File: src/rtl/core/rlt_pkg.sv
// rlt_pkg: request codes and field widths for the resource lock table
// used by resource_lock_table_top; depends on nothing
package rlt_pkg;

    localparam int unsigned REQ_W   = 3;
    localparam int unsigned INDEX_W = 6;
    localparam int unsigned ID_W    = 8;

    typedef enum logic [REQ_W-1:0] {
        REQ_ACQUIRE   = 3'd0,
        REQ_RELEASE   = 3'd1,
        REQ_QUERY     = 3'd2,
        REQ_FORCE     = 3'd3,
        REQ_INTRODUCE = 3'd4
    } t_req_kind;

endpackage

File: src/rtl/core/resource_lock_table_top.sv
// resource_lock_table_top: lock table with owner, held, introduced and waiting-for marks
// depends on rlt_pkg for request codes and field widths
//
// channel   direction  handshake                 beat
// request   in         start high, busy low      i_req_type, i_entry_index, i_holder_id
// result    out        o_done for one cycle      o_ok, o_victim_valid, o_victim_holder
//
// one request per cycle; busy is always low
// a result passes the input register, then the table
// update and result register in the same cycle
// synchronous active-low reset clears the table, introduces all entries but the last
// the receiver cannot stall: each result is shown for exactly one cycle
module resource_lock_table_top #(
    parameter int unsigned ENTRIES     = 4,
    parameter int unsigned HOLDER_BITS = 8
) (
    input  logic                         i_clk,
    input  logic                         i_rst_n,
    input  logic                         start,
    output logic                         busy,
    input  logic [rlt_pkg::REQ_W-1:0]    i_req_type,
    input  logic [rlt_pkg::INDEX_W-1:0]  i_entry_index,
    input  logic [rlt_pkg::ID_W-1:0]     i_holder_id,
    output logic                         o_done,
    output logic                         o_ok,
    output logic                         o_victim_valid,
    output logic [rlt_pkg::ID_W-1:0]     o_victim_holder
);

    localparam int unsigned IDX_W = (ENTRIES > 1) ? $clog2(ENTRIES) : 1;

    // input register
    logic                         r_req_valid;
    rlt_pkg::t_req_kind           r_req_type;
    logic [rlt_pkg::INDEX_W-1:0]  r_index;
    logic [rlt_pkg::ID_W-1:0]     r_holder;

    // table state
    logic [HOLDER_BITS-1:0] r_owner [ENTRIES];
    logic [ENTRIES-1:0]     r_held;
    logic [ENTRIES-1:0]     r_intro;
    logic [ENTRIES-1:0]     r_wv;
    logic [IDX_W-1:0]       r_wt [ENTRIES];

    logic [HOLDER_BITS-1:0] n_owner [ENTRIES];
    logic [ENTRIES-1:0]     n_held;
    logic [ENTRIES-1:0]     n_intro;
    logic [ENTRIES-1:0]     n_wv;
    logic [IDX_W-1:0]       n_wt [ENTRIES];

    // result register
    logic                     r_done;
    logic                     r_ok;
    logic                     r_vvalid;
    logic [rlt_pkg::ID_W-1:0] r_vholder;
    logic                     n_ok;
    logic                     n_vvalid;
    logic [rlt_pkg::ID_W-1:0] n_vholder;

    logic                   accept;
    logic                   in_range;
    logic [IDX_W-1:0]       idx;
    logic [HOLDER_BITS-1:0] who;
    logic [HOLDER_BITS-1:0] victim;
    logic [ENTRIES-1:0]     hit;
    logic [ENTRIES-1:0]     vhit;
    logic                   fh_found;
    logic [IDX_W-1:0]       fh_idx;

    assign busy   = 1'b0;
    assign accept = start && !busy;

    always_ff @(posedge i_clk) begin
        if (!i_rst_n) begin
            r_req_valid <= 1'b0;
        end else begin
            r_req_valid <= accept;
        end
        if (accept) begin
            r_req_type <= rlt_pkg::t_req_kind'(i_req_type);
            r_index    <= i_entry_index;
            r_holder   <= i_holder_id;
        end
    end

    assign in_range = ({1'b0, r_index} < (rlt_pkg::INDEX_W + 1)'(ENTRIES));
    assign idx      = r_index[IDX_W-1:0];
    assign who      = HOLDER_BITS'(r_holder);
    assign victim   = r_owner[idx];

    always_comb begin
        for (int i = 0; i < ENTRIES; i++) begin
            hit[i]  = r_held[i] && (r_owner[i] == who);
            vhit[i] = r_held[i] && (r_owner[i] == victim);
        end
        // lowest held entry of the requester
        fh_found = 1'b0;
        fh_idx   = '0;
        for (int i = ENTRIES - 1; i >= 0; i--) begin
            if (hit[i]) begin
                fh_found = 1'b1;
                fh_idx   = IDX_W'(i);
            end
        end
    end

    always_comb begin
        n_owner   = r_owner;
        n_held    = r_held;
        n_intro   = r_intro;
        n_wv      = r_wv;
        n_wt      = r_wt;
        n_ok      = 1'b0;
        n_vvalid  = 1'b0;
        n_vholder = '0;
        if (r_req_valid && in_range) begin
            unique case (r_req_type)
                rlt_pkg::REQ_ACQUIRE: begin
                    if (!r_intro[idx] || r_held[idx]) begin
                        if (fh_found) begin
                            n_wv[fh_idx] = 1'b1;
                            n_wt[fh_idx] = idx;
                        end
                    end else begin
                        n_held[idx]  = 1'b1;
                        n_owner[idx] = who;
                        for (int i = 0; i < ENTRIES; i++) begin
                            if ((IDX_W'(i) != idx) && hit[i]) begin
                                n_wv[i] = 1'b0;
                            end
                        end
                        n_ok = 1'b1;
                    end
                end
                rlt_pkg::REQ_RELEASE: begin
                    if (hit[idx]) begin
                        n_held[idx] = 1'b0;
                        n_wv[idx]   = 1'b0;
                        n_ok        = 1'b1;
                    end
                end
                rlt_pkg::REQ_QUERY: begin
                    n_ok = hit[idx];
                end
                rlt_pkg::REQ_FORCE: begin
                    n_wv[idx] = 1'b0;
                    if (r_held[idx]) begin
                        n_vvalid    = 1'b1;
                        n_vholder   = rlt_pkg::ID_W'(victim);
                        n_ok        = 1'b1;
                        n_held[idx] = 1'b0;
                        for (int i = 0; i < ENTRIES; i++) begin
                            if ((IDX_W'(i) != idx) && vhit[i]) begin
                                n_wv[i] = 1'b0;
                            end
                        end
                    end
                end
                rlt_pkg::REQ_INTRODUCE: begin
                    if (!r_intro[idx]) begin
                        n_intro[idx] = 1'b1;
                        n_ok         = 1'b1;
                    end
                end
                default: begin
                end
            endcase
        end
    end

    always_ff @(posedge i_clk) begin
        if (!i_rst_n) begin
            r_held  <= '0;
            r_wv    <= '0;
            r_done  <= 1'b0;
            for (int i = 0; i < ENTRIES; i++) begin
                r_owner[i] <= '0;
                r_wt[i]    <= '0;
                r_intro[i] <= (i != ENTRIES - 1);
            end
        end else begin
            r_owner <= n_owner;
            r_held  <= n_held;
            r_intro <= n_intro;
            r_wv    <= n_wv;
            r_wt    <= n_wt;
            r_done  <= r_req_valid;
        end
        r_ok      <= n_ok;
        r_vvalid  <= n_vvalid;
        r_vholder <= n_vholder;
    end

    assign o_done          = r_done;
    assign o_ok            = r_ok;
    assign o_victim_valid  = r_vvalid;
    assign o_victim_holder = r_vholder;

    // a result beat follows every accepted request
    a_done_follows: assert property (@(posedge i_clk) disable iff (!i_rst_n)
        accept ##1 i_rst_n |=> o_done)
        else $error("result beat missing after accepted request");

    a_victim_ok: assert property (@(posedge i_clk) disable iff (!i_rst_n)
        o_done && o_victim_valid |-> o_ok)
        else $error("victim reported without ok");

    a_victim_zero: assert property (@(posedge i_clk) disable iff (!i_rst_n)
        o_done && !o_victim_valid |-> (o_victim_holder == '0))
        else $error("victim holder not zero without victim");

    a_held_intro: assert property (@(posedge i_clk) disable iff (!i_rst_n)
        $countones(r_held & ~r_intro) == 0)
        else $error("held entry that was never introduced");

    a_wait_held: assert property (@(posedge i_clk) disable iff (!i_rst_n)
        $countones(r_wv & ~r_held) == 0)
        else $error("waiting mark on a free entry");

endmodule
File: config.mk
export PLATFORM = sky130hd
export DESIGN_NAME = resource_lock_table_top
export DESIGN_NICKNAME = d
export VERILOG_FILES = /design/src/rtl/core/rlt_pkg.sv /design/src/rtl/core/resource_lock_table_top.sv
export SDC_FILE = /design/constraint.sdc
export NUM_CORES = 1
export LEC_CHECK = 0
export BUFFER_PORTS_ARGS = -buffer_cell sky130_fd_sc_hd__buf_2
export CAP_MARGIN = 20
export CORE_ASPECT_RATIO = 1.75
export CORE_MARGIN = 1.5
export CORE_UTILIZATION = 23
export CTS_CLUSTER_DIAMETER = 40
export DETAILED_ROUTE_END_ITERATION = 10
export GPL_TIMING_DRIVEN = 0
export HOLD_SLACK_MARGIN = 0.15
export PLACE_DENSITY = 0.35
export SYNTH_ARGS = -nofsm -noshare
export SYNTH_HDL_FRONTEND = slang
export SYNTH_SLANG_ARGS = --single-unit
File: constraint.sdc
create_clock -name i_clk -period 3.8 [get_ports i_clk]
set_input_delay 0.57 -clock i_clk [delete_from_list [all_inputs] [get_ports i_clk]]
set_output_delay 0.57 -clock i_clk [all_outputs]
set_load 0.02 [all_outputs]
### Yosys cells after proc, flatten, opt, wreduce, memory -nomap -nowiden

Index checks and enable logic that the tools add are counted.

* bits in registers: 69
* output and inout port bits: 12
* input bits: 20
* word-level logic and storage cells: 76

* reductions and logical operators: 16
* $lt $le $gt $ge: 5
* eq/ne operators: 11
* mux-type cells: 23
* bitwise operators: 7

Operators by type and width (number)
* $bwmux W32: 1
* $eq A8 B8 Y1: 4
* $mux W8: 3
* $bmux W8 S2: 1
* $demux W8 S2: 1
* $mux W4: 3
* $pmux W4 S3: 1
* $reduce_and A3 Y1: 3
* $mux W1: 8
* $or A4 B4 Y4: 2
* $logic_and A1 B1 Y1: 7
* $bmux W1 S2: 3
* $eq A3 B2 Y1 const B: 2
* $lt A6 B3 Y1 const B: 1
* $ne A2 B2 Y1 const B: 3
* $pmux W1 S5: 1
* $reduce_and A5 Y1: 1
* $and A4 B4 Y4: 1
* $not A4 Y4: 1
* $eq A3 B1 Y1 const B: 1
* $eq A3 B3 Y1 const B: 1
* $ge A3 B3 Y1 const B: 1
* $logic_not A3 Y1: 1
* $lt A2 B3 Y1 const B: 1
* other kinds (9): 10

### Longest topological paths before layout

Gate-level depths: netlist of run 1.

* word-level depth: 8
* depth in mapped cells: 8
* depth with buffers taken out: 6

### Worst setup path before layout of run 1

Ideal clock, no wire load.

* kind: flip-flop to flip-flop
* from: register r_index[0] in the netlist's numbering
* to: register with a tool-made name
* stages on the path, launching flop included: 8
* path buffers: 1
* arrival: 1.982 ns
* path slack: 1.699 ns
* cell sequence: edfxtp_1 > buf_6 > mux4_2 > nor4b_4 > nand2_4 > nor2_8 > or4b_1 > o221a_1

RTL lines
* start, declared: RTL line resource_lock_table_top.sv:35 `logic [rlt_pkg::INDEX_W-1:0] r_index;`
* start signal, assigned: RTL line resource_lock_table_top.sv:81 `r_index <= i_entry_index;`

==> flow_summary.toml, run 1 <==
[clock_tree]
postCtsResizedCells = 0
htreeDepth = 3
postCtsSetupRepairBufs = 0
cts.path.max_buffers = 2
cts-buffers-inserted = 9
cts-root-buf = "clkbuf_16"
clkTransAtPathRegs_ns = 0.06
clock_latency_ns = 0.34
ctsHoldBuffers = 0
cts_sinks = 69
tritoncts = "yes"

[worst_setup_path]
cp-start-kind = "flip-flop"
crit_arrival_ns = 2.55
r2r_cells = 7
rrSetupSlack_ns = 1.48
timing.rr.start = "r_index[1]"
crit_buf_inv = 1
cp_cell_sequence = "clkbuf_1 -> mux4_2 -> nor4b_4 -> nand2_4 -> nor2_8 -> or4b_1 -> o221a_1"
crit_type = "flip-flop to flip-flop"
crit_path_top_delay_cell = "or4b_1"
cpPeakStageDelay_ns = 0.53
critPathMaxFanout = 10
crit_family = "simple AND/OR/NAND/NOR gates"
cp_data_required_time_ns = 4.02
end_kind = "flip-flop"

[die]
ioPinCount = 32
die_h_um = 158
core_um2 = 13500
die-area_um2 = 14500
initial_utilization_pct = 23.6
die_x_um = 91.8
std_cell_rows = 56

[hold_path]
hold_path_depth = 1
holdPathEnd = "r_holder[6]"
holdCritStartpoint = "i_holder_id[6]"
min_path_type = "primary input to flip-flop"

[global_route]
grt-ovfl-total = 0
antenna_found_initial = 0
grt_pass1_wl_um = 13400
grt_max_degree = 19
track_usage_pct = 13.0
first_global_vias = 2234

[power_and_ir_drop]
ir_drop_mv = 0.220
power.internal_w = 0.00141
p_clk_share_pct = 50.3
leakage_nw = 1.38
total_power_w = 0.00182
p_comb_share_pct = 7.2
p_seq_share_pct = 42.6
power_switching_w = 0.000409
power.density_nw_per_um2 = 471
power.share.switching_pct = 22.4

[sta]
final.setup_skew_ns = 0.00607
fin_crit_sh_pct = 61.2
period_needed_ns = 2.32
rsz0062_at_grt = "no"
hold_viol_final = 0
setup_tns_ns = 0
setup_viol = 0
maxSlewViolCount = 0
max_slew_margin_pct = 46.6
fmax_mhz = 430
worst_slew_pin_slew_ns = 0.801

[finish]
diodes = 0
stdcell_area_um2 = 3860
drive_gt1_share_pct = 21.3
fin_nets = 330
stdcell_count = 489
final_util_pct = 28.7
area_growth_pct = 21.8

[yosys]
yosysWarnings = 0
async_reset_ff_share_pct = 0
synthFlopType = "dfxtp_1"
synth_cells = 269
synth-seq-area-share_pct = 48.9
ys_types = 39
syn_nets = 289
syn_avg_cell_area_um2 = 11.8
ys_ff_latch = 69
netlist_area_um2 = 3170
synth_edf_count = 17

[placed_design]
gp_congestion = 0.772
dpl_cell_area_um2 = 3540
dp_hpwl_um = 6210
place_inst = 473
portBuffers = 30

[route]
drc = 0
avgViaCountPerCell = 4.17
initialDrtViolationCount = 58
dr.pass1.iters = 4
wl_per_cell_um = 17.5
num_vias = 2041
ant_nets = 0
routed_wirelength_um = 8570

[run_status]
status = "complete, no violations"

[job]
maxCapViolCount = 0
[power by group through the flow]
stage                     logic (W)  registers (W)  clock network (W)
after floorplan           0.0000862       0.000790                  0
after global placement     0.000135       0.000791                  0
after detailed placement   0.000134       0.000791                  0
after CTS                  0.000135       0.000775           0.000948
after global routing       0.000145       0.000776           0.000981
final                      0.000131       0.000775           0.000915
[synth_stat cells, types with 4 or more instances]
library cell / count / share of area [%]
a21oi_1: 5 / 0.79
edfxtp_1: 17 / 16
xnor2_1: 21 / 5.8
clkbuf_1: 16 / 1.9
nor4_1: 4 / 0.79
xor2_1: 12 / 3.3
mux4_2: 10 / 7.1
and3_1: 11 / 2.2
mux2i_1: 32 / 10
dfxtp_1: 52 / 33
nor2b_1: 35 / 6.9
nand4_1: 7 / 1.4
nand2_1: 5 / 0.59
[per-layer routing]
metal | global-route usage, % | part of all wire, %
met5 | 0 | 0
met4 | 7.11 | 3.0
met3 | 2.91 | 2.0
met2 | 24.7 | 56
met1 | 13.0 | 39
[registers in the layout (all words and copies together), names as in the netlist, 3 cells and up, named ones only]
signal,flops
r_req_type,3
r_intro,4
r_holder,8
r_owner,32
o_victim_holder,8
r_index,6
[logic make-up after synthesis]
logic type / Yosys count / share of synthesized area, %
compound gates: 16 / 3.27
xor+xnor: 33 / 9.11
buf+inv: 26 / 4.46
flops: 69 / 48.9
mux: 42 / 17.2
other cells: 1 / 0.118
simple gates: 82 / 16.9
[cells in the final DEF, fill, tap and decap left out, drive strengths merged]
master and instances:
dfxtp 52, buf 37, nor2b 35, mux2i 32
clkbuf 27, xnor2 21, edfxtp 17, xor2 12
and3 11, mux4 10, nand4 7, nand2 6
a21oi 5, nor4 4, nor2 4, nor3 4
o21ai 4, nand3 3, nand3b 3, inv 3
clkinv 3, and2 2, bufinv 2, and4b 1
nor4b 1, a41o 1, o22ai 1, a21boi 1
o311a 1, or4b 1, o221a 1, a31oi 1
o31ai 1, conb 1
[area by class of cell]
class                           instances  area, µm²
Clock buffer                           10        239
Fill cell                            1429       9590
Sequential cell                        69       1550
Clock inverter                          6       85.1
Timing Repair Buffer                   30        150
Tap cell                              174        218
Buffer                                 24        134
Inverter                                2       7.51
Multi-Input combinational cell        174       1480
[per-stage QoR]
step	hold WS (ns)	worst slack [ns]
2_1_floorplan	0.409	1.70
3_3_place_gp	0.427	1.47
3_5_place_dp	0.439	1.47
4_1_cts	0.391	1.45
5_1_grt	0.386	1.28
6_report	0.404	1.48
[worst max-delay path by stage]
stage | start | to | cells after the start
finish | r_index[1] | flip-flop | 7
global route | r_index[1] | flip-flop | 6
CTS | r_index[1] | flip-flop | 7
detailed placement | r_index[1] | flip-flop | 7
global placement | r_index[1] | flip-flop | 7
floorplan | r_index[0] | flip-flop | 7
Note: power is estimated with default switching activity, not from simulation.
==> run 2: changes to the inputs <==
clock period = 2.2 ns   (was 3.8 ns; I/O delays follow)
==> flow_summary.toml, run 2 (same netlist as run 1, synthesis figures left out) <==
[run_status]
status = "complete, but fails checks"
violations = "negative setup slack"

[global_route]
track_usage_pct = 13.1
grt_pass1_wl_um = 13400
antenna_found_initial = 0
grt_max_degree = 19
first_global_vias = 2234
grt-ovfl-total = 0

[die]
die-area_um2 = 14500
ioPinCount = 32
core_um2 = 13500
initial_utilization_pct = 23.6
die_h_um = 158
std_cell_rows = 56
die_x_um = 91.8

[finish]
stdcell_count = 491
stdcell_area_um2 = 3930
final_cell_mix = "dfxtp_1 (52), nor2b_1 (35), mux2i_1 (32), buf_2 (30), xnor2_1 (21)"
seqCellArea_um2 = 1550
n_fill_cell = 1426
multiInputGateArea_um2 = 1490
largest_reg_flops = 32
regMostFlops = "r_owner"
fin_nets = 332
drive_gt1_share_pct = 24.0
area_growth_pct = 23.9
layout_commonest_cell = "dfxtp_1"
diodes = 0

[clock_tree]
clkTransAtPathRegs_ns = 0.06
cts_sinks = 69
cts-root-buf = "clkbuf_16"
tritoncts = "yes"
htreeDepth = 3
cts-buffers-inserted = 9
cts.path.max_buffers = 2
clock_latency_ns = 0.34

[placed_design]
gp_congestion = 0.772
portBuffers = 30
dp_hpwl_um = 6210
place_inst = 473
dpl_cell_area_um2 = 3540

[route]
dr.pass1.iters = 4
wl_per_cell_um = 17.7
drt-met1-wl_um = 3320
routed_wirelength_um = 8690
avgViaCountPerCell = 4.24
num_vias = 2083
initialDrtViolationCount = 67
top_layer = "met4"
ant_nets = 0
met2WireLength_um = 4930
drc = 0
met3_length_um = 230

[sta]
maxSlewViolCount = 0
setup_viol = 10
finalWorstSetupSlack_ns = -0.0274
hold_viol_final = 0
fin_crit_sh_pct = 101
fmax_mhz = 449
final.setup_skew_ns = 0.00561
period_needed_ns = 2.23
worst_slew_pin_slew_ns = 0.717
max_slew_margin_pct = 51.7
rsz0062_at_grt = "yes"

[worst_setup_path]
critPathMaxFanout = 9
cp-start-kind = "flip-flop"
crit_type = "flip-flop to flip-flop"
cp_data_required_time_ns = 2.42
crit_arrival_ns = 2.45
end_kind = "flip-flop"

[job]
maxCapViolCount = 0

[power_and_ir_drop]
ir_drop_mv = 0.385
leakage_nw = 1.42
power.density_nw_per_um2 = 805

[hold_path]
min_path_type = "primary input to flip-flop"
==> run 2: path summary, 6_finish.rpt <==
check	start	slack, ns	end	depth (start not counted)
worst min-delay path	i_holder_id[1]	0.17	r_holder[1]	1
worst max register to register	r_index[0]	-0.03	r_owner[26]	8
worst max-delay path	r_index[0]	-0.03	r_owner[26]	8
worst min register to register	r_intro[1]	0.45	r_intro[1]	1
==> run 2: layout make-up <==
cell class | count | area share [%]
Sequential cell | 69 | 39.5
Multi-Input combinational cell | 174 | 37.9
Clock buffer | 10 | 6.08
Tap cell | 174 | 5.54
Timing Repair Buffer | 37 | 5.29
Buffer | 19 | 3.34
Clock inverter | 6 | 2.17
Inverter | 2 | 0.191
==> run 2: power breakdown <==
group	total [W]	switching, W	internal (W)	leakage (nW)
combinational	0.000219	0.000121	0.0000983	0.672
clock	0.00159	0.000564	0.00102	0.163
sequential	0.00136	0.0000284	0.00133	0.586
total	0.00316	0.000713	0.00245	1.42
==> run 2: timing repair <==
action                                 CTS  global route
setup endpoints to repair               40            45
endpoints found under the hold margin    0             2
pin swaps                                0             0
setup buffers                            2             3
gates resized for setup                  4             6
hold buffers                             0             2
==> run 2: routing by layer <==
layer  vias up  global-route usage (%)
met2        34                    24.9
met1      1003                    13.0
met3        12                    3.10
met4         0                    6.89
met5         -                       0
li1       1034                       -
==> run 2: through the flow <==
step	setup WS [ns]	power [W]	util (%)	hold WS [ns]	TNS [ns]
CTS	-0.0365	0.00321	28.9	0.151	-0.247
detailed placement	-0.134	0.00160	26.3	0.439	-2.97
global placement	-0.128	0.00160	26.3	0.427	-3.32
floorplan	0.0993	0.00151	-	0.409	0
global route	-0.149	0.00330	29.2	0.155	-3.45
finish	-0.0274	0.00316	29.2	0.167	-0.174
==> run 2: worst max-delay path, stage by stage (launching register included) <==
cell and delay [ns]:
edfxtp_1 0.34, buf_6 0.13, mux4_2 0.55, nor4b_4 0.37, nand2_4 0.12, nor3_2 0.14, buf_6 0.20, mux2i_1 0.20
nor2b_1 0.06
==> run 3: changes to the inputs <==
CORE_UTILIZATION = 58   (was 23)
PLACE_DENSITY = 0.76   (was 0.35)
==> flow_summary.toml, run 3 (same netlist as run 1, synthesis figures left out) <==
[clock_tree]
clock_latency_ns = 0.35
tritoncts = "yes"
htreeDepth = 3
cts.path.max_buffers = 2
cts-root-buf = "clkbuf_8"
clkTransAtPathRegs_ns = 0.07
cts-buffers-inserted = 9
cts_sinks = 69

[global_route]
antenna_found_initial = 0
grt_max_degree = 19
grt_pass1_wl_um = 11100
gr-usage-met3_pct = 6.03
track_usage_pct = 25.9
first_global_vias = 2260
grt-ovfl-total = 0
met2_usage_pct = 45.0
grt_util_met1_pct = 26.7
top_usage_layer = "met2"

[worst_setup_path]
crit_type = "flip-flop to flip-flop"
r2r_end = "r_owner[31]"
timing.rr.start = "r_index[0]"
end_kind = "flip-flop"
rrSetupSlack_ns = -0.11
r2r_cells = 9
critPathMaxFanout = 5
cp-start-kind = "flip-flop"
critPathCapture = "r_owner[31]"
cp-startpoint = "r_index[0]"
crit_arrival_ns = 2.55
cp_data_required_time_ns = 2.44

[placed_design]
gp_congestion = 0.888
place_inst = 354
dp_hpwl_um = 4710
portBuffers = 30
dp_slack_ns = -0.135

[power_and_ir_drop]
ir_drop_mv = 0.550
leakage_nw = 1.45
power.density_nw_per_um2 = 691

[route]
num_vias = 2219
dr.pass1.iters = 4
drc = 0
ant_nets = 0
wl_per_cell_um = 18.0
initialDrtViolationCount = 113
routed_wirelength_um = 7090
avgViaCountPerCell = 5.65

[run_status]
status = "complete, but fails checks"
violations = "negative setup slack"

[sta]
worst_slew_pin_slew_ns = 0.747
final.setup_skew_ns = 0.00686
rsz0062_at_grt = "yes"
max_slew_margin_pct = 50.2
finalWorstSetupSlack_ns = -0.109
hold_viol_final = 0
fmax_mhz = 433
setup_viol = 31
maxSlewViolCount = 0
fin_crit_sh_pct = 105
period_needed_ns = 2.31

[die]
core_um2 = 5260
initial_utilization_pct = 60.4
ioPinCount = 32
die_x_um = 58.9
die-area_um2 = 5940
die_h_um = 101
std_cell_rows = 35

[hold_path]
min_path_type = "primary input to flip-flop"
holdCritStartpoint = "i_holder_id[3]"

[finish]
n_fill_cell = 394
fin_nets = 353
stdcell_count = 393
final_cell_mix = "dfxtp_1 (52), nor2b_1 (35), mux2i_1 (32), buf_2 (31), xnor2_1 (21)"
area_growth_pct = 21.1
regMostFlops = "r_owner"
drive_gt1_share_pct = 24.3
largest_reg_flops = 32
layout_commonest_cell = "dfxtp_1"
diodes = 0

[job]
maxCapViolCount = 0
[run 3: cell count changes in the layout (fill, tap and decap cells not counted), moves of 2 or more]
cell,previous run,this run
and3_4,0,2
and3_1,11,9
buf_4,6,12
clkbuf_16,9,2
clkbuf_8,2,12
bufinv_16,2,0
clkbuf_2,2,0
dlygate4sd3_1,2,11
clkbuf_1,8,16
[run 3: final cells by class]
cell class                 instances  area (µm²)  share of cell area (%)
tap                               55        68.8                    1.79
inverter                           2        7.51                   0.195
buffer                            23         141                    3.68
sequential                        69        1550                    40.4
timing repair buffer              54         359                    9.35
multi-input combinational        174        1500                    39.0
clock buffer                      14         205                    5.34
clock inverter                     2        10.0                   0.261
[run 3: routing by layer]
| layer | routed length (µm) | up-vias |
|---|---|---|
| met5 | 0 | - |
| met4 | 339 | 0 |
| met3 | 215 | 25 |
| met2 | 3820 | 69 |
| met1 | 2720 | 1050 |
| li1 | - | 1075 |
[run 3: worst max-delay path, cell delays in order, from the launching register on]
cell and delay (ns):
edfxtp_1 0.35, buf_6 0.12, mux4_2 0.55, nor4b_4 0.30
buf_4 0.19, nand2_4 0.09, nor3_4 0.16, buf_6 0.17
mux2i_1 0.20, nor2b_1 0.07
[run 3: worst min-delay path by stage]
stage	endpoint	slack, ns	depth (start not counted)
after detailed placement	r_intro[1]	0.43	1
after CTS	r_holder[3]	0.15	1
after global routing	r_index[0]	0.15	1
after global placement	r_intro[1]	0.43	1
after floorplan	r_intro[2]	0.41	1
final	r_holder[3]	0.16	1
[run 3: timing repair]
action	4_1_cts	5_1_grt
pin swaps	2	2
hold endpoints to repair	9	2
hold buffers	9	2
setup endpoints to repair	36	36
gates resized for setup	4	6
buffers inserted	5	5
cloned	2	1
[run 3: power breakdown]
group          internal (W)  leakage (nW)  switching [W]  total (W)
registers           0.00133         0.586      0.0000121    0.00134
logic              0.000114         0.748       0.000131   0.000245
clock network      0.000605         0.113       0.000466    0.00107
total               0.00205          1.45       0.000610    0.00266
[run 3: through the flow]
| step | cell area (µm²) | hold slack [ns] | setup TNS [ns] | util [%] | total power, W |
|---|---|---|---|---|---|
| 2_1_floorplan | 3170 | 0.409 | 0 | - | 0.00151 |
| 6_report | 3840 | 0.157 | -1.52 | 73.1 | 0.00266 |
| 3_3_place_gp | 3390 | 0.428 | -0.538 | 64.5 | 0.00158 |
| 4_1_cts | 3760 | 0.150 | -0.239 | 71.5 | 0.00266 |
| 5_1_grt | 3840 | 0.151 | -3.92 | 73.1 | 0.00275 |
| 3_5_place_dp | 3390 | 0.432 | -2.79 | 64.5 | 0.00158 |
